==> src/hdl/sbce_pkg.sv <==
package sbce_pkg;

  localparam int LogitW  = 16;
  localparam int TargetW = 16;
  localparam int LossW   = 17;
  localparam int PointW  = 16;

  localparam logic signed [LossW-1:0] LossMax = 17'sd65535;
  localparam logic signed [LossW-1:0] LossMin = -17'sd65536;

  localparam longint unsigned FxOne = 64'd1 << 30;

  // Control bits that travel alongside the data in every stage.
  typedef struct packed {
    logic vld;
    logic last;
    logic ign;
  } sbce_ctrl_t;

  // Shift-subtract division, used only when the table constants are built.
  function automatic longint unsigned udiv(longint unsigned num, longint unsigned den);
    longint unsigned quo;
    longint unsigned rem;
    quo = '0;
    rem = '0;
    for (int b = 63; b >= 0; b--) begin
      rem = {rem[62:0], num[b]};
      if (rem >= den) begin
        rem = rem - den;
        quo[b] = 1'b1;
      end
    end
    return quo;
  endfunction

  // ln(1+y) in Q30 via 2*atanh(y/(2+y)), odd terms up to 39.
  function automatic longint unsigned ln1p_q30(longint unsigned y);
    longint unsigned z;
    longint unsigned z2;
    longint unsigned p;
    longint unsigned acc;
    z   = udiv(y << 30, 2 * FxOne + y);
    z2  = (z * z) >> 30;
    p   = z;
    acc = '0;
    for (int unsigned k = 1; k <= 39; k += 2) begin
      acc = acc + udiv(p, 64'(k));
      p   = (p * z2) >> 30;
    end
    return 2 * acc;
  endfunction

  // exp(-16/n) in Q30 from a Taylor series through the 24th-order term.
  function automatic longint unsigned exp_step_q30(int unsigned n);
    longint unsigned h;
    longint unsigned term;
    longint          sum;
    h    = udiv(64'd16 << 30, 64'(n));
    term = FxOne;
    sum  = longint'(FxOne);
    for (int unsigned k = 1; k <= 24; k++) begin
      term = udiv((term * h) >> 30, 64'(k));
      if (k[0]) begin
        sum = sum - longint'(term);
      end else begin
        sum = sum + longint'(term);
      end
    end
    return longint'(sum);
  endfunction

  // Table point i: ln(1+exp(-16*i/n)) in unsigned Q0.16.
  function automatic longint unsigned sp_point(int unsigned n, int unsigned i);
    longint unsigned dec;
    longint unsigned e;
    dec = exp_step_q30(n);
    e   = FxOne;
    for (int unsigned j = 0; j < i; j++) begin
      e = (e * dec + (64'd1 << 29)) >> 30;
    end
    return (ln1p_q30(e) + (64'd1 << 13)) >> 14;
  endfunction

endpackage

==> src/hdl/sbce_in_if.sv <==
interface sbce_in_if;
  logic                                 valid;
  logic                                 ready;
  logic signed [sbce_pkg::LogitW-1:0]   logit_value;
  logic signed [sbce_pkg::TargetW-1:0]  target_value;
  logic                                 last_in;

  modport source (output valid, logit_value, target_value, last_in, input ready);
  modport sink   (input valid, logit_value, target_value, last_in, output ready);
endinterface

==> src/hdl/sbce_out_if.sv <==
interface sbce_out_if;
  logic                               valid;
  logic                               ready;
  logic signed [sbce_pkg::LossW-1:0]  loss_value;
  logic                               valid_flag;
  logic                               last_out;

  modport source (output valid, loss_value, valid_flag, last_out, input ready);
  modport sink   (input valid, loss_value, valid_flag, last_out, output ready);
endinterface

==> src/hdl/sbce_lookup.sv <==
// Stage 1: |x|, table position, softplus point and slope, and (step - t).
module sbce_lookup #(
  parameter int LOGIT_FRAC_BITS        = 11,
  parameter int TARGET_FRAC_BITS       = 14,
  parameter int SOFTPLUS_TABLE_ENTRIES = 256
) (
  input  logic                                  clk_i,
  input  logic                                  rst_ni,
  input  logic                                  en_i,
  input  logic                                  valid_i,
  input  logic                                  last_i,
  input  logic signed [sbce_pkg::LogitW-1:0]    logit_i,
  input  logic signed [sbce_pkg::TargetW-1:0]   target_i,
  output sbce_pkg::sbce_ctrl_t                  ctrl_o,
  output logic [sbce_pkg::PointW-1:0]           sp_o,
  output logic signed [sbce_pkg::PointW:0]      d_o,
  output logic [LOGIT_FRAC_BITS+3:0]            fr_o,
  output logic signed [sbce_pkg::LogitW-1:0]    x_o,
  output logic signed [((TARGET_FRAC_BITS+2 > 17) ? TARGET_FRAC_BITS+2 : 17)-1:0] sm_o
);

  localparam int SpanW = LOGIT_FRAC_BITS + 4;
  localparam int SmW   = (TARGET_FRAC_BITS + 2 > 17) ? TARGET_FRAC_BITS + 2 : 17;
  localparam int TabW  = $clog2(SOFTPLUS_TABLE_ENTRIES + 1);
  localparam int IdxTW = $clog2(SOFTPLUS_TABLE_ENTRIES);
  localparam int PosW0 = sbce_pkg::LogitW + TabW;
  localparam int PosW  = (PosW0 > SpanW + 1) ? PosW0 : SpanW + 1;
  localparam int PtW   = sbce_pkg::PointW;

  localparam logic [PosW-1:0] NPos = PosW'(SOFTPLUS_TABLE_ENTRIES);
  localparam logic [PtW-1:0]  SpLast =
    PtW'(sbce_pkg::sp_point(SOFTPLUS_TABLE_ENTRIES, SOFTPLUS_TABLE_ENTRIES));
  localparam logic signed [SmW-1:0] StepOne = SmW'(64'd1 << TARGET_FRAC_BITS);

  logic [PtW-1:0]        sp_tab [SOFTPLUS_TABLE_ENTRIES];
  logic signed [PtW:0]   d_tab  [SOFTPLUS_TABLE_ENTRIES];

  for (genvar g = 0; g < SOFTPLUS_TABLE_ENTRIES; g++) begin : g_tab
    localparam logic [PtW-1:0] Pt     = PtW'(sbce_pkg::sp_point(SOFTPLUS_TABLE_ENTRIES, g));
    localparam logic [PtW-1:0] PtNext = PtW'(sbce_pkg::sp_point(SOFTPLUS_TABLE_ENTRIES, g + 1));
    assign sp_tab[g] = Pt;
    assign d_tab[g]  = $signed({1'b0, Pt}) - $signed({1'b0, PtNext});
  end

  logic [sbce_pkg::LogitW-1:0] mag_x;
  logic [PosW-1:0]             pos;
  logic [PosW-1:0]             idx_ext;
  logic                        clamp;

  sbce_pkg::sbce_ctrl_t        ctrl_d, ctrl_q;
  logic [PtW-1:0]              sp_d, sp_q;
  logic signed [PtW:0]         d_d, d_q;
  logic [SpanW-1:0]            fr_d, fr_q;
  logic signed [SmW-1:0]       sm_d, sm_q;
  logic signed [sbce_pkg::LogitW-1:0] x_q;

  always_comb begin
    mag_x   = logit_i[sbce_pkg::LogitW-1] ? (~logit_i + 16'd1) : logit_i;
    pos     = PosW'(mag_x) * NPos;
    idx_ext = pos >> SpanW;
    clamp   = (idx_ext >= NPos);
    fr_d    = pos[SpanW-1:0];
    // past the table domain: last point, zero slope
    sp_d    = clamp ? SpLast : sp_tab[idx_ext[IdxTW-1:0]];
    d_d     = clamp ? '0 : d_tab[idx_ext[IdxTW-1:0]];
    sm_d    = (logit_i[sbce_pkg::LogitW-1] ? '0 : StepOne) - SmW'(target_i);
    ctrl_d.vld  = valid_i;
    ctrl_d.last = last_i;
    ctrl_d.ign  = target_i[sbce_pkg::TargetW-1];
  end

  always_ff @(posedge clk_i or negedge rst_ni) begin
    if (!rst_ni) begin
      ctrl_q <= '0;
    end else if (en_i) begin
      ctrl_q <= ctrl_d;
    end
  end

  always_ff @(posedge clk_i) begin
    if (en_i) begin
      sp_q <= sp_d;
      d_q  <= d_d;
      fr_q <= fr_d;
      sm_q <= sm_d;
      x_q  <= logit_i;
    end
  end

  assign ctrl_o = ctrl_q;
  assign sp_o   = sp_q;
  assign d_o    = d_q;
  assign fr_o   = fr_q;
  assign sm_o   = sm_q;
  assign x_o    = x_q;

endmodule

==> src/hdl/sbce_mult.sv <==
// Stage 2: interpolation product and linear term.
module sbce_mult #(
  parameter int LOGIT_FRAC_BITS  = 11,
  parameter int TARGET_FRAC_BITS = 14
) (
  input  logic                                  clk_i,
  input  logic                                  rst_ni,
  input  logic                                  en_i,
  input  sbce_pkg::sbce_ctrl_t                  ctrl_i,
  input  logic [sbce_pkg::PointW-1:0]           sp_i,
  input  logic signed [sbce_pkg::PointW:0]      d_i,
  input  logic [LOGIT_FRAC_BITS+3:0]            fr_i,
  input  logic signed [sbce_pkg::LogitW-1:0]    x_i,
  input  logic signed [((TARGET_FRAC_BITS+2 > 17) ? TARGET_FRAC_BITS+2 : 17)-1:0] sm_i,
  output sbce_pkg::sbce_ctrl_t                  ctrl_o,
  output logic [sbce_pkg::PointW-1:0]           sp_o,
  output logic signed [sbce_pkg::PointW+LOGIT_FRAC_BITS+5:0] num_o,
  output logic signed [sbce_pkg::LogitW+((TARGET_FRAC_BITS+2 > 17) ?
                                         TARGET_FRAC_BITS+2 : 17)-1:0] lin_o
);

  localparam int SmW  = (TARGET_FRAC_BITS + 2 > 17) ? TARGET_FRAC_BITS + 2 : 17;
  localparam int NumW = sbce_pkg::PointW + LOGIT_FRAC_BITS + 6;
  localparam int LinW = sbce_pkg::LogitW + SmW;

  sbce_pkg::sbce_ctrl_t        ctrl_q;
  logic [sbce_pkg::PointW-1:0] sp_q;
  logic signed [NumW-1:0]      num_d, num_q;
  logic signed [LinW-1:0]      lin_d, lin_q;

  assign num_d = d_i * $signed({1'b0, fr_i});
  assign lin_d = x_i * sm_i;

  always_ff @(posedge clk_i or negedge rst_ni) begin
    if (!rst_ni) begin
      ctrl_q <= '0;
    end else if (en_i) begin
      ctrl_q <= ctrl_i;
    end
  end

  always_ff @(posedge clk_i) begin
    if (en_i) begin
      sp_q  <= sp_i;
      num_q <= num_d;
      lin_q <= lin_d;
    end
  end

  assign ctrl_o = ctrl_q;
  assign sp_o   = sp_q;
  assign num_o  = num_q;
  assign lin_o  = lin_q;

endmodule

==> src/hdl/sbce_interp.sv <==
// Stage 3: round the interpolation step and form the softplus value.
module sbce_interp #(
  parameter int LOGIT_FRAC_BITS  = 11,
  parameter int TARGET_FRAC_BITS = 14
) (
  input  logic                                  clk_i,
  input  logic                                  rst_ni,
  input  logic                                  en_i,
  input  sbce_pkg::sbce_ctrl_t                  ctrl_i,
  input  logic [sbce_pkg::PointW-1:0]           sp_i,
  input  logic signed [sbce_pkg::PointW+LOGIT_FRAC_BITS+5:0] num_i,
  input  logic signed [sbce_pkg::LogitW+((TARGET_FRAC_BITS+2 > 17) ?
                                         TARGET_FRAC_BITS+2 : 17)-1:0] lin_i,
  output sbce_pkg::sbce_ctrl_t                  ctrl_o,
  output logic signed [sbce_pkg::PointW+1:0]    sp_o,
  output logic signed [sbce_pkg::LogitW+((TARGET_FRAC_BITS+2 > 17) ?
                                         TARGET_FRAC_BITS+2 : 17)-1:0] lin_o
);

  localparam int SmW   = (TARGET_FRAC_BITS + 2 > 17) ? TARGET_FRAC_BITS + 2 : 17;
  localparam int SpanW = LOGIT_FRAC_BITS + 4;
  localparam int NumW  = sbce_pkg::PointW + LOGIT_FRAC_BITS + 6;
  localparam int LinW  = sbce_pkg::LogitW + SmW;
  localparam int SpW   = sbce_pkg::PointW + 2;

  localparam logic [NumW-1:0] Half = NumW'(64'd1 << (SpanW - 1));

  sbce_pkg::sbce_ctrl_t   ctrl_q;
  logic [NumW-1:0]        abs_num;
  logic [NumW-1:0]        qm;
  logic signed [SpW-1:0]  sp_d, sp_q;
  logic signed [LinW-1:0] lin_q;

  // round to nearest, ties away from zero
  always_comb begin
    abs_num = num_i[NumW-1] ? unsigned'(-num_i) : unsigned'(num_i);
    qm      = (abs_num + Half) >> SpanW;
    if (num_i[NumW-1]) begin
      sp_d = $signed({2'b00, sp_i}) + $signed(SpW'(qm));
    end else begin
      sp_d = $signed({2'b00, sp_i}) - $signed(SpW'(qm));
    end
  end

  always_ff @(posedge clk_i or negedge rst_ni) begin
    if (!rst_ni) begin
      ctrl_q <= '0;
    end else if (en_i) begin
      ctrl_q <= ctrl_i;
    end
  end

  always_ff @(posedge clk_i) begin
    if (en_i) begin
      sp_q  <= sp_d;
      lin_q <= lin_i;
    end
  end

  assign ctrl_o = ctrl_q;
  assign sp_o   = sp_q;
  assign lin_o  = lin_q;

endmodule

==> src/hdl/sbce_combine.sv <==
// Stages 4 and 5: sum both terms at full precision, then round, saturate
// and hold the result in the output register; ignored elements give zero.
module sbce_combine #(
  parameter int LOGIT_FRAC_BITS  = 11,
  parameter int TARGET_FRAC_BITS = 14
) (
  input  logic                                  clk_i,
  input  logic                                  rst_ni,
  input  logic                                  en_i,
  input  sbce_pkg::sbce_ctrl_t                  ctrl_i,
  input  logic signed [sbce_pkg::PointW+1:0]    sp_i,
  input  logic signed [sbce_pkg::LogitW+((TARGET_FRAC_BITS+2 > 17) ?
                                         TARGET_FRAC_BITS+2 : 17)-1:0] lin_i,
  output sbce_pkg::sbce_ctrl_t                  ctrl_o,
  output logic signed [sbce_pkg::LossW-1:0]     loss_o
);

  localparam int SmW   = (TARGET_FRAC_BITS + 2 > 17) ? TARGET_FRAC_BITS + 2 : 17;
  localparam int LinW  = sbce_pkg::LogitW + SmW;
  localparam int SpW   = sbce_pkg::PointW + 2;
  localparam int FT    = LOGIT_FRAC_BITS + TARGET_FRAC_BITS;
  localparam int TotW  = ((LinW + 16 > SpW + FT) ? LinW + 16 : SpW + FT) + 1;
  localparam int Sh    = FT + 5;
  localparam int LossW = sbce_pkg::LossW;

  localparam logic [TotW:0] RHalf   = (TotW + 1)'(64'd1 << (Sh - 1));
  localparam logic [TotW:0] LimPos  = (TotW + 1)'(65535);
  localparam logic [TotW:0] LimNeg  = (TotW + 1)'(65536);

  sbce_pkg::sbce_ctrl_t    ctrl4_q, ctrl5_q;
  logic signed [TotW-1:0]  total_d, total_q;
  logic                    neg;
  logic [TotW-1:0]         abs_t;
  logic [TotW:0]           rnd;
  logic signed [LossW-1:0] loss_d, loss_q;

  assign total_d = (TotW'(lin_i) <<< 16) + (TotW'(sp_i) <<< FT);

  always_comb begin
    neg   = total_q[TotW-1];
    abs_t = neg ? unsigned'(-total_q) : unsigned'(total_q);
    rnd   = ({1'b0, abs_t} + RHalf) >> Sh;
    if (ctrl4_q.ign) begin
      loss_d = '0;
    end else if (neg) begin
      loss_d = (rnd > LimNeg) ? sbce_pkg::LossMin : $signed(LossW'(0) - rnd[LossW-1:0]);
    end else begin
      loss_d = (rnd > LimPos) ? sbce_pkg::LossMax : $signed(rnd[LossW-1:0]);
    end
  end

  always_ff @(posedge clk_i or negedge rst_ni) begin
    if (!rst_ni) begin
      ctrl4_q <= '0;
      ctrl5_q <= '0;
    end else if (en_i) begin
      ctrl4_q <= ctrl_i;
      ctrl5_q <= ctrl4_q;
    end
  end

  always_ff @(posedge clk_i) begin
    if (en_i) begin
      total_q <= total_d;
      loss_q  <= loss_d;
    end
  end

  assign ctrl_o = ctrl5_q;
  assign loss_o = loss_q;

endmodule

==> src/hdl/sigmoid_bce_loss_with_ignore.sv <==
// Pipeline: five register stages, lookup, mult, interp and the two of combine.
// Throughput: one item per clock; the stages advance together whenever the output
// register is empty or its result is taken in the same cycle.
// Reset: rst_ni clears every stage valid bit at once; the softplus table is constant
// logic, so items are accepted in the first cycle after reset.
module sigmoid_bce_loss_with_ignore #(
  parameter int LOGIT_FRAC_BITS        = 11,
  parameter int TARGET_FRAC_BITS       = 14,
  parameter int SOFTPLUS_TABLE_ENTRIES = 256
) (
  input  logic       clk_i,
  input  logic       rst_ni,
  sbce_in_if.sink    in_i,
  sbce_out_if.source out_o
);

  localparam int SmW   = (TARGET_FRAC_BITS + 2 > 17) ? TARGET_FRAC_BITS + 2 : 17;
  localparam int SpanW = LOGIT_FRAC_BITS + 4;
  localparam int NumW  = sbce_pkg::PointW + LOGIT_FRAC_BITS + 6;
  localparam int LinW  = sbce_pkg::LogitW + SmW;

  logic en;

  sbce_pkg::sbce_ctrl_t s1_ctrl, s2_ctrl, s3_ctrl, out_ctrl;

  logic [sbce_pkg::PointW-1:0]        s1_sp;
  logic signed [sbce_pkg::PointW:0]   s1_d;
  logic [SpanW-1:0]                   s1_fr;
  logic signed [sbce_pkg::LogitW-1:0] s1_x;
  logic signed [SmW-1:0]              s1_sm;

  logic [sbce_pkg::PointW-1:0]        s2_sp;
  logic signed [NumW-1:0]             s2_num;
  logic signed [LinW-1:0]             s2_lin;

  logic signed [sbce_pkg::PointW+1:0] s3_sp;
  logic signed [LinW-1:0]             s3_lin;

  logic signed [sbce_pkg::LossW-1:0]  out_loss;

  assign en         = !out_ctrl.vld || out_o.ready;
  assign in_i.ready = en;

  sbce_lookup #(
    .LOGIT_FRAC_BITS       (LOGIT_FRAC_BITS),
    .TARGET_FRAC_BITS      (TARGET_FRAC_BITS),
    .SOFTPLUS_TABLE_ENTRIES(SOFTPLUS_TABLE_ENTRIES)
  ) u_lookup (
    .clk_i   (clk_i),
    .rst_ni  (rst_ni),
    .en_i    (en),
    .valid_i (in_i.valid),
    .last_i  (in_i.last_in),
    .logit_i (in_i.logit_value),
    .target_i(in_i.target_value),
    .ctrl_o  (s1_ctrl),
    .sp_o    (s1_sp),
    .d_o     (s1_d),
    .fr_o    (s1_fr),
    .x_o     (s1_x),
    .sm_o    (s1_sm)
  );

  sbce_mult #(
    .LOGIT_FRAC_BITS (LOGIT_FRAC_BITS),
    .TARGET_FRAC_BITS(TARGET_FRAC_BITS)
  ) u_mult (
    .clk_i (clk_i),
    .rst_ni(rst_ni),
    .en_i  (en),
    .ctrl_i(s1_ctrl),
    .sp_i  (s1_sp),
    .d_i   (s1_d),
    .fr_i  (s1_fr),
    .x_i   (s1_x),
    .sm_i  (s1_sm),
    .ctrl_o(s2_ctrl),
    .sp_o  (s2_sp),
    .num_o (s2_num),
    .lin_o (s2_lin)
  );

  sbce_interp #(
    .LOGIT_FRAC_BITS (LOGIT_FRAC_BITS),
    .TARGET_FRAC_BITS(TARGET_FRAC_BITS)
  ) u_interp (
    .clk_i (clk_i),
    .rst_ni(rst_ni),
    .en_i  (en),
    .ctrl_i(s2_ctrl),
    .sp_i  (s2_sp),
    .num_i (s2_num),
    .lin_i (s2_lin),
    .ctrl_o(s3_ctrl),
    .sp_o  (s3_sp),
    .lin_o (s3_lin)
  );

  sbce_combine #(
    .LOGIT_FRAC_BITS (LOGIT_FRAC_BITS),
    .TARGET_FRAC_BITS(TARGET_FRAC_BITS)
  ) u_combine (
    .clk_i (clk_i),
    .rst_ni(rst_ni),
    .en_i  (en),
    .ctrl_i(s3_ctrl),
    .sp_i  (s3_sp),
    .lin_i (s3_lin),
    .ctrl_o(out_ctrl),
    .loss_o(out_loss)
  );

  assign out_o.valid      = out_ctrl.vld;
  assign out_o.loss_value = out_loss;
  assign out_o.valid_flag = ~out_ctrl.ign;
  assign out_o.last_out   = out_ctrl.last;

  a_ready_when_empty: assert property (@(posedge clk_i) disable iff (!rst_ni)
    !out_ctrl.vld |-> in_i.ready)
    else $error("input stalled while output register empty");

  a_transfer_enters: assert property (@(posedge clk_i) disable iff (!rst_ni)
    (in_i.valid && in_i.ready) |=> s1_ctrl.vld)
    else $error("input transfer lost at first stage");

  a_stall_holds: assert property (@(posedge clk_i) disable iff (!rst_ni)
    !en |=> ($stable(s1_ctrl) && $stable(s2_ctrl) && $stable(s3_ctrl)))
    else $error("pipeline moved during a stall");

  a_flow: assert property (@(posedge clk_i) disable iff (!rst_ni)
    (en && s2_ctrl.vld) |=> s3_ctrl.vld)
    else $error("item dropped between stages");

  a_ignored_zero: assert property (@(posedge clk_i) disable iff (!rst_ni)
    (out_ctrl.vld && out_ctrl.ign) |-> (out_loss == '0))
    else $error("ignored element with nonzero loss");

endmodule
==> src/flat_wrapper.sv <==
// flat-port wrapper written by rule: the top's interface ports become plain ports
module sigmoid_bce_loss_with_ignore_flat 
#(
  parameter int LOGIT_FRAC_BITS        = 11,
  parameter int TARGET_FRAC_BITS       = 14,
  parameter int SOFTPLUS_TABLE_ENTRIES = 256
)
  (clk_i, rst_ni, in_i_valid, in_i_logit_value, in_i_target_value, in_i_last_in, in_i_ready, out_o_valid, out_o_loss_value, out_o_valid_flag, out_o_last_out, out_o_ready);
  sbce_in_if in_i_i ();
  sbce_out_if out_o_i ();
  input  logic clk_i;
  input  logic rst_ni;
  input wire logic [$bits(in_i_i.valid)-1:0] in_i_valid;
  input wire logic [$bits(in_i_i.logit_value)-1:0] in_i_logit_value;
  input wire logic [$bits(in_i_i.target_value)-1:0] in_i_target_value;
  input wire logic [$bits(in_i_i.last_in)-1:0] in_i_last_in;
  output wire logic [$bits(in_i_i.ready)-1:0] in_i_ready;
  output wire logic [$bits(out_o_i.valid)-1:0] out_o_valid;
  output wire logic [$bits(out_o_i.loss_value)-1:0] out_o_loss_value;
  output wire logic [$bits(out_o_i.valid_flag)-1:0] out_o_valid_flag;
  output wire logic [$bits(out_o_i.last_out)-1:0] out_o_last_out;
  input wire logic [$bits(out_o_i.ready)-1:0] out_o_ready;
  assign in_i_i.valid = in_i_valid;
  assign in_i_i.logit_value = in_i_logit_value;
  assign in_i_i.target_value = in_i_target_value;
  assign in_i_i.last_in = in_i_last_in;
  assign in_i_ready = in_i_i.ready;
  assign out_o_valid = out_o_i.valid;
  assign out_o_loss_value = out_o_i.loss_value;
  assign out_o_valid_flag = out_o_i.valid_flag;
  assign out_o_last_out = out_o_i.last_out;
  assign out_o_i.ready = out_o_ready;
  sigmoid_bce_loss_with_ignore #(.LOGIT_FRAC_BITS(LOGIT_FRAC_BITS), .TARGET_FRAC_BITS(TARGET_FRAC_BITS), .SOFTPLUS_TABLE_ENTRIES(SOFTPLUS_TABLE_ENTRIES)) u_core (.clk_i(clk_i), .rst_ni(rst_ni), .in_i(in_i_i), .out_o(out_o_i));
endmodule
==> config.mk <==
export PLATFORM = sky130hd
export DESIGN_NAME = sigmoid_bce_loss_with_ignore_flat
export DESIGN_NICKNAME = d
export VERILOG_FILES = /design/src/hdl/sbce_pkg.sv /design/src/hdl/sbce_in_if.sv /design/src/hdl/sbce_out_if.sv /design/src/hdl/sbce_lookup.sv /design/src/hdl/sbce_mult.sv /design/src/hdl/sbce_interp.sv /design/src/hdl/sbce_combine.sv /design/src/hdl/sigmoid_bce_loss_with_ignore.sv /design/src/flat_wrapper.sv
export SDC_FILE = /design/constraint.sdc
export NUM_CORES = 2
export LEC_CHECK = 0
export BUFFER_PORTS_ARGS = -buffer_cell sky130_fd_sc_hd__buf_2
export CORE_MARGIN = 3
export CORE_UTILIZATION = 30
export CTS_BUF_LIST = sky130_fd_sc_hd__clkbuf_4 sky130_fd_sc_hd__clkbuf_8
export CTS_CLUSTER_DIAMETER = 50
export DETAILED_ROUTE_END_ITERATION = 16
export HOLD_SLACK_MARGIN = 0.06
export PLACE_DENSITY = 0.43
export SLEW_MARGIN = 15
export SYNTH_ARGS = -nofsm -noshare
export SYNTH_HDL_FRONTEND = slang
export SYNTH_HIERARCHICAL = 1
export SYNTH_SLANG_ARGS = --single-unit
==> constraint.sdc <==
create_clock -name clk_i -period 12.5 [get_ports clk_i]
set_input_delay 2.5 -clock clk_i [delete_from_list [all_inputs] [get_ports clk_i]]
set_output_delay 2.5 -clock clk_i [all_outputs]
set_load 0.005 [all_outputs]
; ---- Word level (Yosys, flattened, before mapping)
; Memories as Yosys holds them, arrays and structs flattened. A register that Yosys moved wholly into a read port is not among the register bits.
; Index checks and enable logic that the tools add are counted.
[word_totals]
elab_cells = 55
output_inout_bits = 21
in_bits = 37
mem_bits_ro = 8448
register_bits = 255
mem_count = 2
[memory_table]
columns = memory, words, word_bits, rd, rd_ports_with_merged_regs, write_ports, line
row1 = (no name shown), 256, 17, 1, 1, 0, sbce_lookup.sv:65  ; d_d = clamp ? '0 : d_tab[idx_ext[IdxTW-1:0]];
row2 = (no name shown), 256, 16, 1, 1, 0, sbce_lookup.sv:64  ; sp_d = clamp ? SpLast : sp_tab[idx_ext[IdxTW-1:0]];
[classes]
mux = 8
add_sub_neg = 10
order_cmp = 3
bitwise_logic = 3
n_mul = 2
reduce_logical = 2
[op_table]
columns = cell, count
row1 = $add A50 B30 Y51 const B, 1
row2 = $mux W17, 3
row3 = $add A49 B43 Y50, 1
row4 = $mux W50, 1
row5 = $neg A50 Y50, 1
row6 = $add A33 B15 Y33 const B, 1
row7 = $mul A16 B17 Y33, 1
row8 = $mux W33, 1
row9 = $neg A33 Y33, 1
row10 = $mul A17 B8 Y25, 1
row11 = $gt A21 B16 Y1 const B, 1
row12 = $gt A21 B17 Y1 const B, 1
row13 = $add A17 B18 Y18, 1
row14 = $mux W18, 1
row15 = $sub A17 B18 Y18, 1
row16 = $sub A1 B17 Y17 const A, 1
row17 = $sub A16 B16 Y17, 1
row18 = $add A16 B1 Y16 const B, 1
row19 = $mux W16, 1
row20 = $not A16 Y16, 1
row21 = $mux W15, 1
row22 = $ge A9 B9 Y1 const B, 1
row23 = $not A8 Y9, 1
row24 = $logic_not A1 Y1, 1
row25 = 2 further kinds, 2

; ---- Logic depth before layout (Yosys ltp)
[depth]
ltp_word = 6
mapped_depth = 28

; ---- Hierarchy
; The synthesis kept the hierarchy.
[by_module_without_submodules]
columns = module, cells_per_inst, n_inst, area_per_inst_um2
row1 = sbce_mult, 2373, 1, 22920.7
row2 = sbce_lookup, 776, 1, 6353.6
row3 = sbce_combine, 512, 1, 4822.1
row4 = sbce_interp, 447, 1, 4275.4
row5 = sigmoid_bce_loss_with_ignore, 2, 1, 10.0

; ---- Worst setup path before layout
; OpenSTA, ideal clock, no wires.
[synth_timing]
path_kind = input -> output
startpoint = in out_o_ready
endpoint = out in_i_ready
path_stages = 1
slack_ns = 1.255
arrival_time_ns = 8.745
path_buffers = 0
required_ns = 10.000
cell_sequence = nand2b_1
[synth_via]
elab_chain_cells = 1
[synth_lines]
columns = item, line
row1 = from (decl), flat_wrapper.sv:22  ; input wire logic [$bits(out_o_i.ready)-1:0] out_o_ready;
row2 = $logic_or A1 B1 Y1, sigmoid_bce_loss_with_ignore.sv:41  ; assign en = !out_ctrl.vld || out_o.ready;
row3 = to (decl), flat_wrapper.sv:17  ; output wire logic [$bits(in_i_i.ready)-1:0] in_i_ready;
; Every way passes these cells.

; ---- Worst setup path after layout
[layout_timing]
startpoint = reg u_core.u_lookup.x_q, in the netlist u_core/u_lookup/x_o[4]
endpoint = reg u_core.u_mult.lin_q[32], in the netlist u_core/u_mult/lin_o[32], data pin
[layout_via]
elab_chain_cells = 1
[layout_lines]
columns = item, line
row1 = from (decl), sbce_lookup.sv:55  ; logic signed [sbce_pkg::LogitW-1:0] x_q;
row2 = from (signal assigned), sbce_lookup.sv:86  ; x_q <= logit_i;
row3 = $mul A16 B17 Y33, sbce_mult.sv:32  ; assign lin_d = x_i * sm_i;
row4 = named net u_core.u_mult.lin_d[32], sbce_mult.sv:29  ; logic signed [LinW-1:0] lin_d, lin_q;
row5 = to (signal assigned), sbce_mult.sv:46  ; lin_q <= lin_d;
row6 = to (decl), sbce_mult.sv:29
; The timed path passes the listed nets, and every way through them passes these cells.
; A chain may end at the register's enable or synchronous reset.

==> impl_metrics.py <==
metrics = {
    "run_status": {
        "status": "complete, no violations",
    },
    "critical_path": {
        "regToRegSetupSlack_ns": 5.75,
        "cp_data_arrival_time_ns": 7.16,
        "crit_path_start_kind": "flip-flop",
        "path_max_fanout": 17,
        "required_ns": 12.91,
        "critPathKind": "flip-flop to flip-flop",
        "crit_path_end_kind": "flip-flop",
    },
    "drt": {
        "drt-initial-drc-count": 2148,
        "detail_route.wl_per_cell_um": 18.6,
        "drc": 0,
        "totalWireLength_um": 107000,
        "via_count": 28700,
        "drtPass1Iterations": 8,
        "ant_nets": 0,
        "viasPerCell": 4.98,
    },
    "global_route": {
        "antenna_found_initial": 4,
        "grt_max_degree": 143,
        "gr-total-overflow": 0,
        "grt_pass1_vias": 30000,
        "grtUsageMet1_pct": 24.5,
        "grtUsageMet3_pct": 2.37,
        "grt_use_met2_pct": 25.5,
        "track_usage_pct": 16.6,
        "grt_pass1_wl_um": 174000,
        "busiest_layer": "met2",
    },
    "clocking": {
        "cts_made_buffers": 56,
        "clkTransAtPathRegs_ns": 0.06,
        "tritoncts": "done",
        "clock_sinks": 265,
        "clockBufferDepth": 3,
        "cts_resized": 0,
        "clockRootBuffer": "clkbuf_8",
        "post-cts-setup-buffers": 0,
        "htreeDepth": 2,
        "hold_buffers": 0,
        "clk_latency_ns": 0.72,
    },
    "synth": {
        "synth_mux_area_share_pct": 0.932,
        "yosys_warnings": 6,
        "synth_top_family_by_area": "adder cells",
        "avgSynthCellArea_sq_um": 9.34,
        "netlist_area_sq_mm": 0.0384,
        "synth-main-ff-cell": "edfxtp_1",
        "synth-edff-count": 250,
        "synthAdderAreaFrac_pct": 35.5,
        "synth_compound_area_share_pct": 13.0,
        "ys_seq_area_share_pct": 20.5,
        "postSynth.asyncResetShare_pct": 5.66,
        "synth_cells": 4110,
        "synth_xor_area_share_pct": 4.63,
        "yosys.area_share.simple_pct": 16.0,
        "ys_types": 118,
        "ys_ff_latch": 265,
    },
    "finish": {
        "layout-drive-gt1-share_pct": 6.96,
        "nets": 4872,
        "finish.utilization_pct": 32.7,
        "area_delta_synth_final_pct": 7.66,
    },
    "sta": {
        "clock_skew_ns": 0.0583,
        "final_max_slew_viol_count": 0,
        "setup-tns-final_ns": 0,
        "setup_viol": 0,
        "fmax_mhz": 148,
        "hold_violations": 0,
        "fin_ws_ns": 5.75,
        "whs_ns": 0.410,
        "rsz0062_at_grt": "false",
        "slew-limit-headroom_pct": 31.2,
        "timing.final.crit_share_pct": 54.0,
        "worst_slew_pin_slew_ns": 1.03,
        "min_period_ns": 6.75,
    },
    "floorplanning": {
        "die_area_sq_mm": 0.132,
        "die_w_um": 364,
        "num_rows": 130,
        "core_area_sq_mm": 0.126,
        "ios": 58,
        "die_h_um": 364,
        "start_util_pct": 30.4,
    },
    "placed_design": {
        "pre_cts_ws_ns": 5.51,
        "port_buffers": 57,
        "gp_congestion": 0.903,
        "place_hpwl_um": 81200,
    },
    "run": {
        "cap_violations": 0,
    },
    "worst_hold_path": {
        "hold_path.class": "flip-flop to flip-flop",
    },
}
[metal layers]
layer / routed length (um) / share of wire (%)
met5: 0 / 0
met4: 2400 / 2.2
met3: 5640 / 5.2
met2: 46500 / 43
met1: 52900 / 49
[state kept, by name, indices dropped and copies added, names as in the netlist, 6 cells and up]
name	flops
u_core/u_combine/total_q	34
u_core/u_lookup/fr_o	6
u_core/u_lookup/sp_o	16
u_core/u_mult/sp_o	16
u_core/u_lookup/x_o	16
u_core/u_lookup/sm_o	17
u_core/u_mult/num_o	33
u_core/u_mult/lin_o	33
u_core/u_combine/loss_o	17
u_core/u_interp/sp_o	18
u_core/u_lookup/d_o	11
u_core/u_interp/lin_o	33
[critical path, stage by stage (launching register included)]
cell,delay (ns)
edfxtp_1,0.67
nand2_1,0.23
fa_1,0.58
inv_1,0.07
fa_1,1.05
fa_1,0.54
fa_1,0.47
fa_1,0.54
inv_1,0.05
fa_1,0.52
inv_1,0.04
ha_1,0.36
nand4_1,0.12
or2_2,0.31
nor3_1,0.19
a22o_1,0.15
or3_1,0.18
nand2_1,0.07
o21ai_0,0.20
xnor2_1,0.10
[per-stage QoR]
step / cell area [sq um] / instances
2_1_floorplan: 38400 / 4123
6_report: 41300 / 5764
3_5_place_dp: 40100 / 5659
3_3_place_gp: 40100 / 5659
5_1_grt: 41300 / 5763
4_1_cts: 41300 / 5762
[worst paths after layout]
| kind | from | to | cells past startpoint |
|---|---|---|---|
| max | u_core/u_lookup/x_o[4]$_DFFE_PP_ | u_core/u_mult/lin_o[32]$_DFFE_PP_ | 19 |
| min | u_core/u_mult/lin_o[3]$_DFFE_PP_ | u_core/u_interp/lin_o[3]$_DFFE_PP_ | 0 |
| max reg2reg | u_core/u_lookup/x_o[4]$_DFFE_PP_ | u_core/u_mult/lin_o[32]$_DFFE_PP_ | 19 |
| min reg2reg | u_core/u_mult/lin_o[3]$_DFFE_PP_ | u_core/u_interp/lin_o[3]$_DFFE_PP_ | 0 |
| max in group asynchronous | rst_ni | u_core/u_interp/ctrl_o[1]$_DFFE_PN0P_ | 1 |
| min in group asynchronous | rst_ni | u_core/u_interp/ctrl_o[0]$_DFFE_PN0P_ | 1 |
[cell families after synthesis]
kind of cell | count (synthesis)
and+or+nand+nor | 1220
buffers and inverters | 904
adders and majority gates | 768
AOI/OAI and AO/OA | 720
DFF | 265
xor gates and xnor gates | 199
muxes | 33
other | 1
[placed cells by master (no fill, tap or decap), types with 15 or more instances in the layout]
cell type / synthesis / final
dfrtp_1: 15 / 15
nand2_1: 432 / 432
o21ai_0: 135 / 135
mux2_2: 22 / 22
a21oi_1: 178 / 178
o31ai_1: 19 / 19
a311oi_1: 17 / 17
nor3_1: 49 / 49
xor2_1: 59 / 59
edfxtp_1: 250 / 250
buf_2: 36 / 57
xnor2_1: 137 / 135
or3_1: 22 / 22
a21o_1: 40 / 40
buf_4: 21 / 33
nor2b_1: 23 / 23
a31oi_1: 36 / 36
nor4_1: 19 / 18
o211ai_1: 44 / 44
and2_1: 270 / 270
nand2b_1: 31 / 30
ha_1: 231 / 231
clkbuf_8: 0 / 60
and3_1: 28 / 28
nor2_1: 180 / 179
nand4_1: 21 / 21
fa_1: 537 / 537
nand3_1: 58 / 58
o22ai_1: 20 / 20
a211oi_1: 25 / 25
clkbuf_4: 0 / 16
inv_1: 693 / 693
o2111ai_1: 15 / 15
[synth_stat cells, types with 10 or more instances]
cell type | number | share of area (%)
a21oi_1 | 178 | 2.3
buf_2 | 36 | 0.47
mux2i_1 | 11 | 0.29
fa_1 | 537 | 28
or2_2 | 10 | 0.16
nand2_1 | 432 | 4.2
o21bai_1 | 14 | 0.27
mux2_2 | 22 | 0.65
clkbuf_1 | 132 | 1.3
xnor2_1 | 137 | 3.1
nor2_1 | 180 | 1.8
and3_1 | 28 | 0.46
buf_4 | 21 | 0.41
a31oi_1 | 36 | 0.59
o211ai_1 | 44 | 0.86
and2_1 | 270 | 4.4
a211o_1 | 10 | 0.23
xor2_1 | 59 | 1.3
nand2b_1 | 31 | 0.51
edfxtp_1 | 250 | 20
nand4_1 | 21 | 0.34
o2111ai_1 | 15 | 0.34
dfrtp_1 | 15 | 0.98
a311oi_1 | 17 | 0.39
o22ai_1 | 20 | 0.33
a21o_1 | 40 | 0.78
or4_1 | 12 | 0.23
a221oi_1 | 10 | 0.23
nand3_1 | 58 | 0.76
nor3_1 | 49 | 0.64
o31ai_1 | 19 | 0.37
nor4_1 | 19 | 0.31
ha_1 | 231 | 7.5
or3_1 | 22 | 0.36
inv_1 | 693 | 6.8
nand3b_1 | 10 | 0.20
a211oi_1 | 25 | 0.49
o41ai_1 | 12 | 0.27
o21ai_0 | 135 | 1.8
nor2b_1 | 23 | 0.37
[area by class of cell]
type,instances,area [sq um]
diodes,2,5.00
clock inverters,27,220
well taps,1650,2060
fillers,13100,85100
inverters,699,2630
clock buffers,76,946
repair buffers,91,553
multi-input cells,2954,27000
flip-flops and latches,265,7880
Power is not shown: default switching activity piles up to over one toggle a cycle in this logic, so the estimate is an artifact.
